### src/rtl/ipd_pkg.sv
package ipd_pkg;

    localparam int SAMPLE_W        = 16;
    localparam int PROD_W          = 2 * SAMPLE_W;
    localparam int CPLX_W          = PROD_W + 1;
    localparam int CORDIC_W        = CPLX_W + 3;
    localparam int ANGLE_W         = 16;
    localparam int ACC_W           = ANGLE_W + 2;
    localparam int DIFF_W          = ANGLE_W + 1;
    localparam int SCALE_W         = 16;
    localparam int DISP_W          = DIFF_W + SCALE_W;
    localparam int CFG_IDX_W       = 1;
    localparam int CFG_DATA_W      = SCALE_W;
    localparam int ANGLE_TABLE_LEN = 24;
    localparam int STAGE_ANGLE_W   = 14;

    localparam logic signed [ANGLE_W-1:0] PHASE_ZERO     = 16'sd0;
    localparam logic signed [ANGLE_W-1:0] PHASE_PI       = -16'sd32768;
    localparam logic signed [ANGLE_W-1:0] PHASE_HALF_PI  = 16'sd16384;
    localparam logic signed [ANGLE_W-1:0] PHASE_MHALF_PI = -16'sd16384;

    localparam logic [STAGE_ANGLE_W-1:0] STAGE_ANGLE [ANGLE_TABLE_LEN] = '{
        14'd8192, 14'd4836, 14'd2555, 14'd1297, 14'd651, 14'd326, 14'd163, 14'd81,
        14'd41,   14'd20,   14'd10,   14'd5,    14'd3,   14'd1,   14'd1,   14'd0,
        14'd0,    14'd0,    14'd0,    14'd0,    14'd0,   14'd0,   14'd0,   14'd0
    };

    typedef enum logic [CFG_IDX_W-1:0] {
        REG_DISPLACEMENT_SCALE = 1'b0,
        REG_TOPO_ENABLE        = 1'b1
    } cfg_reg_t;

    typedef struct packed {
        logic signed [ANGLE_W-1:0] terrain_phase;
        logic                      last_pixel;
        logic                      bypass;
        logic signed [ANGLE_W-1:0] bypass_phase;
    } ipd_side_t;

endpackage

### src/rtl/ipd_disp.sv
module ipd_disp
    import ipd_pkg::*;
(
    input  logic                      clk,
    input  logic                      rst_n,
    input  logic                      in_valid,
    output logic                      in_ready,
    input  logic signed [ACC_W-1:0]   z,
    input  ipd_side_t                 side,
    input  logic [SCALE_W-1:0]        displacement_scale,
    input  logic                      topo_enable,
    output logic                      out_valid,
    input  logic                      out_ready,
    output logic signed [ANGLE_W-1:0] ifg_phase,
    output logic signed [DIFF_W-1:0]  phase_difference,
    output logic signed [DISP_W-1:0]  displacement,
    output logic                      last_pixel_out
);

    logic                      a_valid_reg;
    logic signed [ANGLE_W-1:0] a_phase_reg;
    logic signed [DIFF_W-1:0]  a_diff_reg;
    logic                      a_last_reg;

    logic                      b_valid_reg;
    logic signed [ANGLE_W-1:0] b_phase_reg;
    logic signed [DIFF_W-1:0]  b_diff_reg;
    logic signed [DISP_W-1:0]  b_disp_reg;
    logic                      b_last_reg;

    logic                      a_ready;
    logic                      b_ready;

    logic signed [ANGLE_W-1:0] phase_next;
    logic signed [DIFF_W-1:0]  topo_term;
    logic signed [DISP_W:0]    product;

    assign b_ready  = !b_valid_reg || out_ready;
    assign a_ready  = !a_valid_reg || b_ready;
    assign in_ready = a_ready;

    assign phase_next = side.bypass ? side.bypass_phase : z[ANGLE_W-1:0];
    assign topo_term  = topo_enable ?
        {side.terrain_phase[ANGLE_W-1], side.terrain_phase} : '0;
    assign product    = a_diff_reg * $signed({1'b0, displacement_scale});

    always_ff @(posedge clk or negedge rst_n)
    begin
        if (!rst_n)
        begin
            a_valid_reg <= 1'b0;
            b_valid_reg <= 1'b0;
        end
        else
        begin
            if (a_ready)
                a_valid_reg <= in_valid;
            if (b_ready)
                b_valid_reg <= a_valid_reg;
        end
    end

    always_ff @(posedge clk)
    begin
        if (a_ready && in_valid)
        begin
            a_phase_reg <= phase_next;
            a_diff_reg  <= {phase_next[ANGLE_W-1], phase_next} - topo_term;
            a_last_reg  <= side.last_pixel;
        end
        if (b_ready && a_valid_reg)
        begin
            b_phase_reg <= a_phase_reg;
            b_diff_reg  <= a_diff_reg;
            b_disp_reg  <= product[DISP_W-1:0];
            b_last_reg  <= a_last_reg;
        end
    end

    assign out_valid        = b_valid_reg;
    assign ifg_phase        = b_phase_reg;
    assign phase_difference = b_diff_reg;
    assign displacement     = b_disp_reg;
    assign last_pixel_out   = b_last_reg;

endmodule
### config.mk
export PLATFORM = sky130hd
export DESIGN_NAME = ipd_disp
export DESIGN_NICKNAME = d
export VERILOG_FILES = /design/src/rtl/ipd_pkg.sv /design/src/rtl/ipd_disp.sv
export SDC_FILE = /design/constraint.sdc
export NUM_CORES = 1
export LEC_CHECK = 0
export ABC_AREA = 1
export ABC_CLOCK_PERIOD_IN_PS = 10500
export BUFFER_PORTS_ARGS = -buffer_cell sky130_fd_sc_hd__buf_2
export CORE_ASPECT_RATIO = 1.5
export CORE_MARGIN = 8
export CORE_UTILIZATION = 41
export DETAILED_ROUTE_END_ITERATION = 10
export GPL_TIMING_DRIVEN = 0
export PLACE_DENSITY = 0.7
export SLEW_MARGIN = 0
export SYNTH_ARGS = -nofsm -noshare
export SYNTH_HDL_FRONTEND = slang
export SYNTH_SLANG_ARGS = --single-unit
export TNS_END_PERCENT = 10
### constraint.sdc
create_clock -name clk -period 10.5 [get_ports clk]
set_input_delay 0.525 -clock clk [delete_from_list [all_inputs] [get_ports clk]]
set_output_delay 0.525 -clock clk [all_outputs]
set_load 0.005 [all_outputs]
==> results.json <==
{
  "outcome": "complete, no violations",
  "avgSynthCellArea_um2": 8.39,
  "clkTransAtPathRegs_ns": 0.07,
  "nFillCells": 3755,
  "cts_setup_buffers": 0,
  "path_max_fanout": 10,
  "wirelength_um": 42600,
  "period_needed_ns": 6.77,
  "insertion_delay_ns": 0.38,
  "grt_start_max_net_pins": 35,
  "drive_above_1_share": 0.0926,
  "clockBufferDepth": 2,
  "hp-start": "side[17]",
  "dp_hpwl_um": 36300,
  "top_layer": "met4",
  "grt_setup_unrepaired": "no",
  "portBuffers": 121,
  "post-route-cell-area_um2": 17300,
  "period_share": 0.645,
  "largest_reg_flops": 33,
  "root_buffer": "clkbuf_16",
  "vias": 12234,
  "num_rows": 87,
  "critPathRequiredTime_ns": 10.62,
  "final_common_cell": "inv_1",
  "reg2reg_depth": 24,
  "path_delay_family": "adder cells",
  "yosys.cell_types.count": 36,
  "yosysTopAreaCell": "fa_1",
  "worst_slew_pin_slew_ns": 0.793,
  "dr_wl_met2_um": 22700,
  "synthFlopType": "edfxtp_1",
  "track_usage": 0.196,
  "core-area_um2": 37700,
  "placed_area_um2": 16900,
  "area_growth_pct": 10.2,
  "synth_edf_count": 101,
  "die_h_um": 255,
  "clock-sinks": 103,
  "most-common-layout-cells": "571 x inv_1, 487 x nand2_1, 275 x fa_1, 123 x buf_2, 101 x edfxtp_1",
  "dp.cells": 2479,
  "r2r-start": "a_diff_reg[16]",
  "path_class": "flop to flop",
  "cp.depth": 24,
  "cp_num_buf_inv": 8,
  "vias_per_cell": 4.90,
  "slowest_delay_ns": 0.54,
  "pin_count": 142,
  "hold_viol": 0,
  "drt_first_pass_iters": 6,
  "place.gp.congestion": 0.949,
  "postSynth.asyncResetShare": 0.0194,
  "synth_top_area_share": 0.352,
  "syn-num-nets": 2315,
  "synth_area_leaders": "fa_1 35%, edfxtp_1 19%, inv_1 14%",
  "grt_antenna_before_repair": 1,
  "slew-limit-headroom": 0.471,
  "cp-end-kind": "flop",
  "finalSetupTns_ns": 0,
  "yosysWarnings": 0,
  "synth_seq_cells": 103,
  "routedWlPerCell_um": 17.1,
  "synth_fa_ha_area_frac": 0.431,
  "yosysSeqAreaShare": 0.197,
  "synthMuxAreaShare": 0.0101,
  "drcViolationCount": 0,
  "crit_arrival_ns": 6.89,
  "crit_path_cell_trace": "clkbuf_1, clkbuf_1, nand2_1, inv_1, fa_1, inv_1, fa_1, inv_1, fa_1, fa_1, fa_1, inv_1, fa_1, inv_1, ha_1, nand2_1, nor2_1, nand2_1, nor3_1, nand2_1, inv_1, nor2_1, nand2_1, nand2_1",
  "antenna_left": 0,
  "synth_xor_area_frac": 0.0168,
  "dieWidth_um": 176,
  "setup_violations": 0,
  "crit_path_end": "displacement[32]",
  "crit_slowest_cell": "fa_1",
  "grt_pass1_vias": 13672,
  "layoutNonFillerInstCount": 2498,
  "max_freq_mhz": 148,
  "cp-startpoint": "a_diff_reg[16]",
  "h-tree-depth": 3,
  "dp_slack_ns": 3.73,
  "synthCells": 1867,
  "finalMaxSlewViolations": 0,
  "grt_pass1_wl_um": 68500,
  "nNetsFinal": 2451,
  "cap_violations": 0,
  "cts_tree": "yes",
  "met1_length_um": 14400,
  "min_path_type": "input pin to flop",
  "initial_core_util": 0.416,
  "timing.rr.end": "displacement[32]",
  "worst_slack_ns": 3.73,
  "fin_skew_ns": 0.0162,
  "netlist_area_um2": 15700,
  "synth_simple_gate_area_frac": 0.160,
  "wl_met3_um": 2320,
  "synth_compound_area_frac": 0.0308,
  "overflow": 0,
  "cts_made_buffers": 9,
  "synth_top_family_by_area": "adder cells",
  "rrSetupSlack_ns": 3.73,
  "dieArea_um2": 44800,
  "cp-start-kind": "flop",
  "drtIter0Drc": 688
}
[logic make-up after synthesis]
| kind of cell | count (synthesis) |
|---|---|
| buffers and inverters | 644 |
| muxes | 14 |
| DFF | 103 |
| xor gates and xnor gates | 30 |
| and+or+nand+nor | 614 |
| adders and majority gates | 375 |
| AOI/OAI and AO/OA | 87 |
[worst min-delay path by stage]
stage | depth (start not counted) | to
6_report | 1 | a_last_reg
5_1_grt | 1 | a_last_reg
4_1_cts | 1 | a_last_reg
3_5_place_dp | 1 | out_valid
3_3_place_gp | 1 | a_valid_reg
2_1_floorplan | 0 | a_valid_reg
[worst register-to-register path, cell delays in order (launching register included)]
cell	delay [ns]
edfxtp_1	0.35
clkbuf_1	0.45
clkbuf_1	0.45
nand2_1	0.12
inv_1	0.17
fa_1	0.54
inv_1	0.17
fa_1	0.51
inv_1	0.32
fa_1	0.50
fa_1	0.52
fa_1	0.49
inv_1	0.05
fa_1	0.47
inv_1	0.04
ha_1	0.39
nand2_1	0.15
nor2_1	0.22
nand2_1	0.12
nor3_1	0.14
nand2_1	0.11
inv_1	0.06
nor2_1	0.03
nand2_1	0.05
nand2_1	0.07
[per-stage QoR]
stage           util  hold WS (ns)
3_5_place_dp   0.449         0.318
3_3_place_gp   0.448         0.310
5_1_grt        0.458         0.324
6_report       0.458         0.319
2_1_floorplan      -         0.229
4_1_cts        0.457         0.311
[Yosys cell counts, types with 2 or more instances]
cell type / count
nand4_1: 15
o21ai_1: 3
a21oi_1: 46
inv_2: 2
nor2_2: 8
xor2_1: 23
nor2_4: 2
and2_1: 3
buf_2: 2
dfrtp_1: 2
a21o_1: 3
clkbuf_1: 68
xnor2_1: 7
nand2_2: 10
a21oi_2: 2
nor3_2: 2
nand3_1: 37
fa_1: 275
ha_1: 100
o21bai_1: 6
edfxtp_1: 101
inv_1: 572
nor2_1: 38
mux2_2: 14
nand3_2: 2
nor3_1: 7
nand2_1: 487
o21ai_0: 22
[cell type report]
cell class / instances / area [µm²] / area share
antenna: 1 / 2.50 / 0.000145
buffer: 70 / 265 / 0.0154
clock buffer: 9 / 225 / 0.0131
clock inverter: 7 / 66.3 / 0.00384
inverter: 574 / 2150 / 0.125
multi-input combinational: 1120 / 10200 / 0.589
sequential: 103 / 3080 / 0.179
tap: 489 / 612 / 0.0355
timing repair buffer: 125 / 676 / 0.0392
[layer usage]
layer | vias to the layer above | GRT usage
li1 | 5649 | -
met1 | 5942 | 0.193
met2 | 469 | 0.365
met3 | 174 | 0.0286
met4 | 0 | 0.140
met5 | - | 0
[what timing repair did]
| item | 4_1_cts | 5_1_grt |
|---|---|---|
| hold buffers | 1 | 0 |
| hold endpoints to repair | 2 | 0 |
| endpoints found under the setup margin | 0 | 0 |
| resized for setup | 0 | 0 |
Power is left out: the tool's default activity adds up to more than one toggle a clock period on the data nets, which glitch-free logic cannot reach.
