===== src/rtl/ipd_pkg.sv =====
package ipd_pkg;

    localparam int SAMPLE_W        = 16;
    localparam int PROD_W          = 2 * SAMPLE_W;
    localparam int CPLX_W          = PROD_W + 1;
    localparam int CORDIC_W        = CPLX_W + 3;
    localparam int ANGLE_W         = 16;
    localparam int ACC_W           = ANGLE_W + 2;
    localparam int DIFF_W          = ANGLE_W + 1;
    localparam int SCALE_W         = 16;
    localparam int DISP_W          = DIFF_W + SCALE_W;
    localparam int CFG_IDX_W       = 1;
    localparam int CFG_DATA_W      = SCALE_W;
    localparam int ANGLE_TABLE_LEN = 24;
    localparam int STAGE_ANGLE_W   = 14;

    localparam logic signed [ANGLE_W-1:0] PHASE_ZERO     = 16'sd0;
    localparam logic signed [ANGLE_W-1:0] PHASE_PI       = -16'sd32768;
    localparam logic signed [ANGLE_W-1:0] PHASE_HALF_PI  = 16'sd16384;
    localparam logic signed [ANGLE_W-1:0] PHASE_MHALF_PI = -16'sd16384;

    localparam logic [STAGE_ANGLE_W-1:0] STAGE_ANGLE [ANGLE_TABLE_LEN] = '{
        14'd8192, 14'd4836, 14'd2555, 14'd1297, 14'd651, 14'd326, 14'd163, 14'd81,
        14'd41,   14'd20,   14'd10,   14'd5,    14'd3,   14'd1,   14'd1,   14'd0,
        14'd0,    14'd0,    14'd0,    14'd0,    14'd0,   14'd0,   14'd0,   14'd0
    };

    typedef enum logic [CFG_IDX_W-1:0] {
        REG_DISPLACEMENT_SCALE = 1'b0,
        REG_TOPO_ENABLE        = 1'b1
    } cfg_reg_t;

    typedef struct packed {
        logic signed [ANGLE_W-1:0] terrain_phase;
        logic                      last_pixel;
        logic                      bypass;
        logic signed [ANGLE_W-1:0] bypass_phase;
    } ipd_side_t;

endpackage


===== src/rtl/ipd_cmul.sv =====
module ipd_cmul
    import ipd_pkg::*;
(
    input  logic                       clk,
    input  logic                       rst_n,
    input  logic                       in_valid,
    output logic                       in_ready,
    input  logic signed [SAMPLE_W-1:0] master_i,
    input  logic signed [SAMPLE_W-1:0] master_q,
    input  logic signed [SAMPLE_W-1:0] slave_i,
    input  logic signed [SAMPLE_W-1:0] slave_q,
    input  logic signed [ANGLE_W-1:0]  terrain_phase,
    input  logic                       last_pixel,
    output logic                       out_valid,
    input  logic                       out_ready,
    output logic signed [CORDIC_W-1:0] x,
    output logic signed [CORDIC_W-1:0] y,
    output logic signed [ACC_W-1:0]    z,
    output ipd_side_t                  side
);

    logic                       s1_valid_reg;
    logic signed [PROD_W-1:0]   p_ii_reg;
    logic signed [PROD_W-1:0]   p_qq_reg;
    logic signed [PROD_W-1:0]   p_iq_reg;
    logic signed [PROD_W-1:0]   p_qi_reg;
    logic signed [ANGLE_W-1:0]  s1_topo_reg;
    logic                       s1_last_reg;

    logic                       s2_valid_reg;
    logic signed [CPLX_W-1:0]   ci_reg;
    logic signed [CPLX_W-1:0]   cq_reg;
    logic signed [ANGLE_W-1:0]  s2_topo_reg;
    logic                       s2_last_reg;

    logic                       s3_valid_reg;
    logic signed [CORDIC_W-1:0] x_reg;
    logic signed [CORDIC_W-1:0] y_reg;
    logic signed [ACC_W-1:0]    z_reg;
    ipd_side_t                  side_reg;

    logic                       s1_ready;
    logic                       s2_ready;
    logic                       s3_ready;

    logic signed [CORDIC_W-1:0] ci_ext;
    logic signed [CORDIC_W-1:0] cq_ext;
    logic signed [CORDIC_W-1:0] x_next;
    logic signed [CORDIC_W-1:0] y_next;
    logic signed [ACC_W-1:0]    z_next;
    ipd_side_t                  side_next;

    assign s3_ready = !s3_valid_reg || out_ready;
    assign s2_ready = !s2_valid_reg || s3_ready;
    assign s1_ready = !s1_valid_reg || s2_ready;
    assign in_ready = s1_ready;

    always_ff @(posedge clk or negedge rst_n)
    begin
        if (!rst_n)
        begin
            s1_valid_reg <= 1'b0;
            s2_valid_reg <= 1'b0;
            s3_valid_reg <= 1'b0;
        end
        else
        begin
            if (s1_ready)
                s1_valid_reg <= in_valid;
            if (s2_ready)
                s2_valid_reg <= s1_valid_reg;
            if (s3_ready)
                s3_valid_reg <= s2_valid_reg;
        end
    end

    always_ff @(posedge clk)
    begin
        if (s1_ready && in_valid)
        begin
            p_ii_reg    <= master_i * slave_i;
            p_qq_reg    <= master_q * slave_q;
            p_iq_reg    <= master_i * slave_q;
            p_qi_reg    <= master_q * slave_i;
            s1_topo_reg <= terrain_phase;
            s1_last_reg <= last_pixel;
        end
        if (s2_ready && s1_valid_reg)
        begin
            ci_reg      <= CPLX_W'(p_ii_reg) + CPLX_W'(p_qq_reg);
            cq_reg      <= CPLX_W'(p_iq_reg) - CPLX_W'(p_qi_reg);
            s2_topo_reg <= s1_topo_reg;
            s2_last_reg <= s1_last_reg;
        end
        if (s3_ready && s2_valid_reg)
        begin
            x_reg    <= x_next;
            y_reg    <= y_next;
            z_reg    <= z_next;
            side_reg <= side_next;
        end
    end

    // axis cases bypass the rotator; left half plane is pre-rotated by a quarter turn
    always_comb
    begin
        ci_ext = {{(CORDIC_W-CPLX_W){ci_reg[CPLX_W-1]}}, ci_reg};
        cq_ext = {{(CORDIC_W-CPLX_W){cq_reg[CPLX_W-1]}}, cq_reg};

        side_next.terrain_phase = s2_topo_reg;
        side_next.last_pixel    = s2_last_reg;
        side_next.bypass        = (cq_reg == '0) || (ci_reg == '0);
        priority if (cq_reg == '0)
            side_next.bypass_phase = ci_reg[CPLX_W-1] ? PHASE_PI : PHASE_ZERO;
        else if (!cq_reg[CPLX_W-1])
            side_next.bypass_phase = PHASE_HALF_PI;
        else
            side_next.bypass_phase = PHASE_MHALF_PI;

        priority if (ci_reg[CPLX_W-1] && !cq_reg[CPLX_W-1])
        begin
            x_next = cq_ext;
            y_next = -ci_ext;
            z_next = ACC_W'(PHASE_HALF_PI);
        end
        else if (ci_reg[CPLX_W-1])
        begin
            x_next = -cq_ext;
            y_next = ci_ext;
            z_next = ACC_W'(PHASE_MHALF_PI);
        end
        else
        begin
            x_next = ci_ext;
            y_next = cq_ext;
            z_next = '0;
        end
    end

    assign out_valid = s3_valid_reg;
    assign x         = x_reg;
    assign y         = y_reg;
    assign z         = z_reg;
    assign side      = side_reg;

endmodule


===== config.mk =====
export PLATFORM = sky130hd
export DESIGN_NAME = ipd_cmul
export DESIGN_NICKNAME = d
export VERILOG_FILES = /design/src/rtl/ipd_pkg.sv /design/src/rtl/ipd_cmul.sv
export SDC_FILE = /design/constraint.sdc
export NUM_CORES = 2
export LEC_CHECK = 0
export ABC_AREA = 1
export BUFFER_PORTS_ARGS = -buffer_cell sky130_fd_sc_hd__buf_2
export CORE_AREA = 2 2 312 376
export DETAILED_ROUTE_END_ITERATION = 7
export DIE_AREA = 0 0 314 378
export GPL_TIMING_DRIVEN = 0
export PLACE_DENSITY_LB_ADDON = 0.12
export SYNTH_ARGS = -nofsm -noshare
export SYNTH_HDL_FRONTEND = slang
export SYNTH_SLANG_ARGS = --single-unit

===== constraint.sdc =====
create_clock -name clk -period 11.01 [get_ports clk]
set_clock_uncertainty 0.1 [all_clocks]
set_input_delay 2.202 -clock clk [delete_from_list [all_inputs] [get_ports clk]]
set_output_delay 2.202 -clock clk [all_outputs]
set_load 0.02 [all_outputs]

==> results.ini <==
[synth]
syn_avg_cell_area_um2=8.57
syn_inst=6658
yosysUniqueCellTypes=56
syn_area_um2=57100
async_flop_share_pct=0.923
synth-seq-cells=325
yosys-top-cells-area=fa_1 37%, edfxtp_1 17%, inv_1 13%
synth_edf_count=322
synth.top_cell.area_share_pct=36.8
yosysSeqAreaShare_pct=17.1
yosys_warnings=0
ys.flop_type=edfxtp_1
synth_largest_area_cell=fa_1

[sta]
slew_violations=10
period_minus_slack_ns=9.84
fin_tns_setup_ns=0
relSlewSlack_pct=-0.422
setup_ws_ns=1.17
rsz0062_at_grt=no
fin_crit_sh_pct=89.3
hold_violations=0
setup-violations-final=0
tightest_slew_ns=1.51
fmax_ghz=0.102

[route]
wl_per_cell_um=23.6
route.vias.total=44700
detail_route.first_pass.iterations=5
postRouteAntennaNets=0
vias_per_cell=5.29
drcViolationCount=0
routed_wl_um=200000
drtIter0Drc=3481

[run]
cap_violations=1

[floorplan]
die_h_um=378
die_area_um2=119000
die_w_um=314
core_um2=115000
ioPinCount=211
num_rows=137
start_util_pct=49.5

[worst_setup_path]
worstPathMaxFanout=10
critPathCaptureType=flop
cp-start-kind=primary input
crit_type=primary input to flop
cp.arrival_ns=9.98
cp.required_ns=11.15

[clock_network]
cts.clk_slew.worst_paths_ns=0.07
cts_resized=0
tritoncts.num_buffers=27
cts_hold_buf=0
clk_latency_ns=0.58
cts_buffer_depth=3
htree_num_levels=1
tritoncts=built
clkSinkCount=325
clock-root-buffer=clkbuf_16
postCtsSetupRepairBufs=0

[cells_and_area]
final_cells=8457
regArea_um2=9740
final_core_util_pct=52.9
n_fill_cell=11300
syn2layout_area_growth_pct=6.98
drive_gt1_share_pct=5.00
multi_input_area_um2=39100
num-nets-final=8433

[place]
hpwl_um=169000
gp_congestion=1.05
post-place-ws_ns=0.786
io_buffer_count=180
place_inst=8402

[global_routing]
grt.total_usage_pct=34.4
antenna_found_initial=15
grt_pass1_vias=45900
grt_max_degree=97
grt_pass1_wl_um=294000
grt-ovfl-total=0

[run_status]
violations=max-capacitance violations, max-slew violations
outcome=finished with violations

[min_path]
hp-class=flop to flop

[per-stage QoR]
stage	hold slack, ns	area, um^2
2_1_floorplan	0.300	57200
3_3_place_gp	0.300	60000
3_5_place_dp	0.305	60100
4_1_cts	0.319	61000
5_1_grt	0.323	61000
6_report	0.320	61100
[placed cells by master (no fill, tap or decap), types with 33 or more instances in the layout]
| cell type | Yosys | routed |
|---|---|---|
| o21bai_1 | 33 | 33 |
| fa_1 | 1050 | 1050 |
| inv_1 | 1933 | 1931 |
| o21ai_0 | 107 | 107 |
| xnor2_1 | 76 | 76 |
| clkbuf_1 | 203 | 207 |
| ha_1 | 396 | 396 |
| o221ai_1 | 47 | 47 |
| nand3_1 | 97 | 97 |
| nor2_1 | 246 | 246 |
| xor2_1 | 132 | 132 |
| a21oi_1 | 184 | 183 |
| nand2_1 | 1491 | 1491 |
| nand4_1 | 40 | 40 |
| buf_2 | 5 | 185 |
| edfxtp_1 | 322 | 322 |
[cells by family (layout without fill, tap and decap cells)]
kind of cell / Yosys count / after routing / share of synthesized area [%]
buffers and inverters: 2188 / 2423 / 14.6
and+or+nand+nor: 1971 / 1971 / 14.0
adders and majority gates: 1446 / 1446 / 45.5
AOI/OAI and AO/OA: 519 / 519 / 5.65
DFF: 325 / 325 / 17.1
xor gates and xnor gates: 208 / 208 / 3.19
other: 1 / 36 / 0.00657
[final timing paths]
path / to / slack [ns] / cells past startpoint / start
setup / recovery: p_ii_reg[28]$_DFFE_PP_ / 1.17 / 23 / slave_i[2]
hold / removal: s2_topo_reg[4]$_DFFE_PP_ / 0.32 / 0 / s1_topo_reg[4]$_DFFE_PP_
setup reg to reg: y[32]$_DFFE_PP_ / 7.90 / 15 / ci_reg[0]$_DFFE_PP_
hold reg to reg: s2_topo_reg[4]$_DFFE_PP_ / 0.32 / 0 / s1_topo_reg[4]$_DFFE_PP_
max in group asynchronous: s1_valid_reg$_DFFE_PN0N_ / 9.40 / 1 / rst_n
min in group asynchronous: out_valid$_DFFE_PN0P_ / 1.30 / 1 / rst_n
[layer usage]
layer / part of all wire (%) / wire [um] / global-route usage, % / vias up
met4: 8.0 / 16000 / 22.3 / 12
met5: 0.036 / 71 / 0 / -
met1: 37 / 74500 / 42.1 / 22200
met2: 46 / 92700 / 56.1 / 1959
li1: - / - / - / 20100
met3: 8.2 / 16400 / 6.16 / 423
[area by class of cell]
class / instances / area share, %
antenna: 5 / 0.0205
multi-input combinational: 4175 / 64.1
sequential: 325 / 16.0
clock buffer: 34 / 1.20
tap: 1529 / 3.13
clock inverter: 16 / 0.289
timing repair buffer: 185 / 1.66
buffer: 247 / 1.72
inverter: 1941 / 11.9
[critical path, stage by stage]
cell	delay, ns
buf_2	0.21
clkbuf_1	0.80
nand2_1	0.11
inv_1	0.15
fa_1	0.60
fa_1	0.99
inv_1	0.14
fa_1	0.45
fa_1	0.55
inv_1	0.06
fa_1	0.52
inv_1	0.05
fa_1	0.47
inv_1	0.04
ha_1	0.36
nand2_1	0.13
nor2_1	0.16
inv_1	0.09
nor2_1	0.23
nand3_1	0.11
o211ai_1	0.57
a21oi_1	0.17
xor2_1	0.79
[cell usage after synthesis, drive strengths merged (5+ instances only)]
cell,count
a21o,27
inv,1939
nor2,261
o22ai,6
nand3,100
nand4,44
a221oi,12
or2,5
a31oi,13
nand2,1503
nor4,16
o21ai,132
o21bai,36
a21boi,9
o21a,12
nor3,38
ha,396
o211ai,18
xor2,132
edfxtp,322
fa,1050
o221ai,47
a21oi,194
buf,44
xnor2,76
clkbuf,203
Power is left out: the tool's default activity adds up to more than one toggle a clock period on the data nets, which glitch-free logic cannot reach.
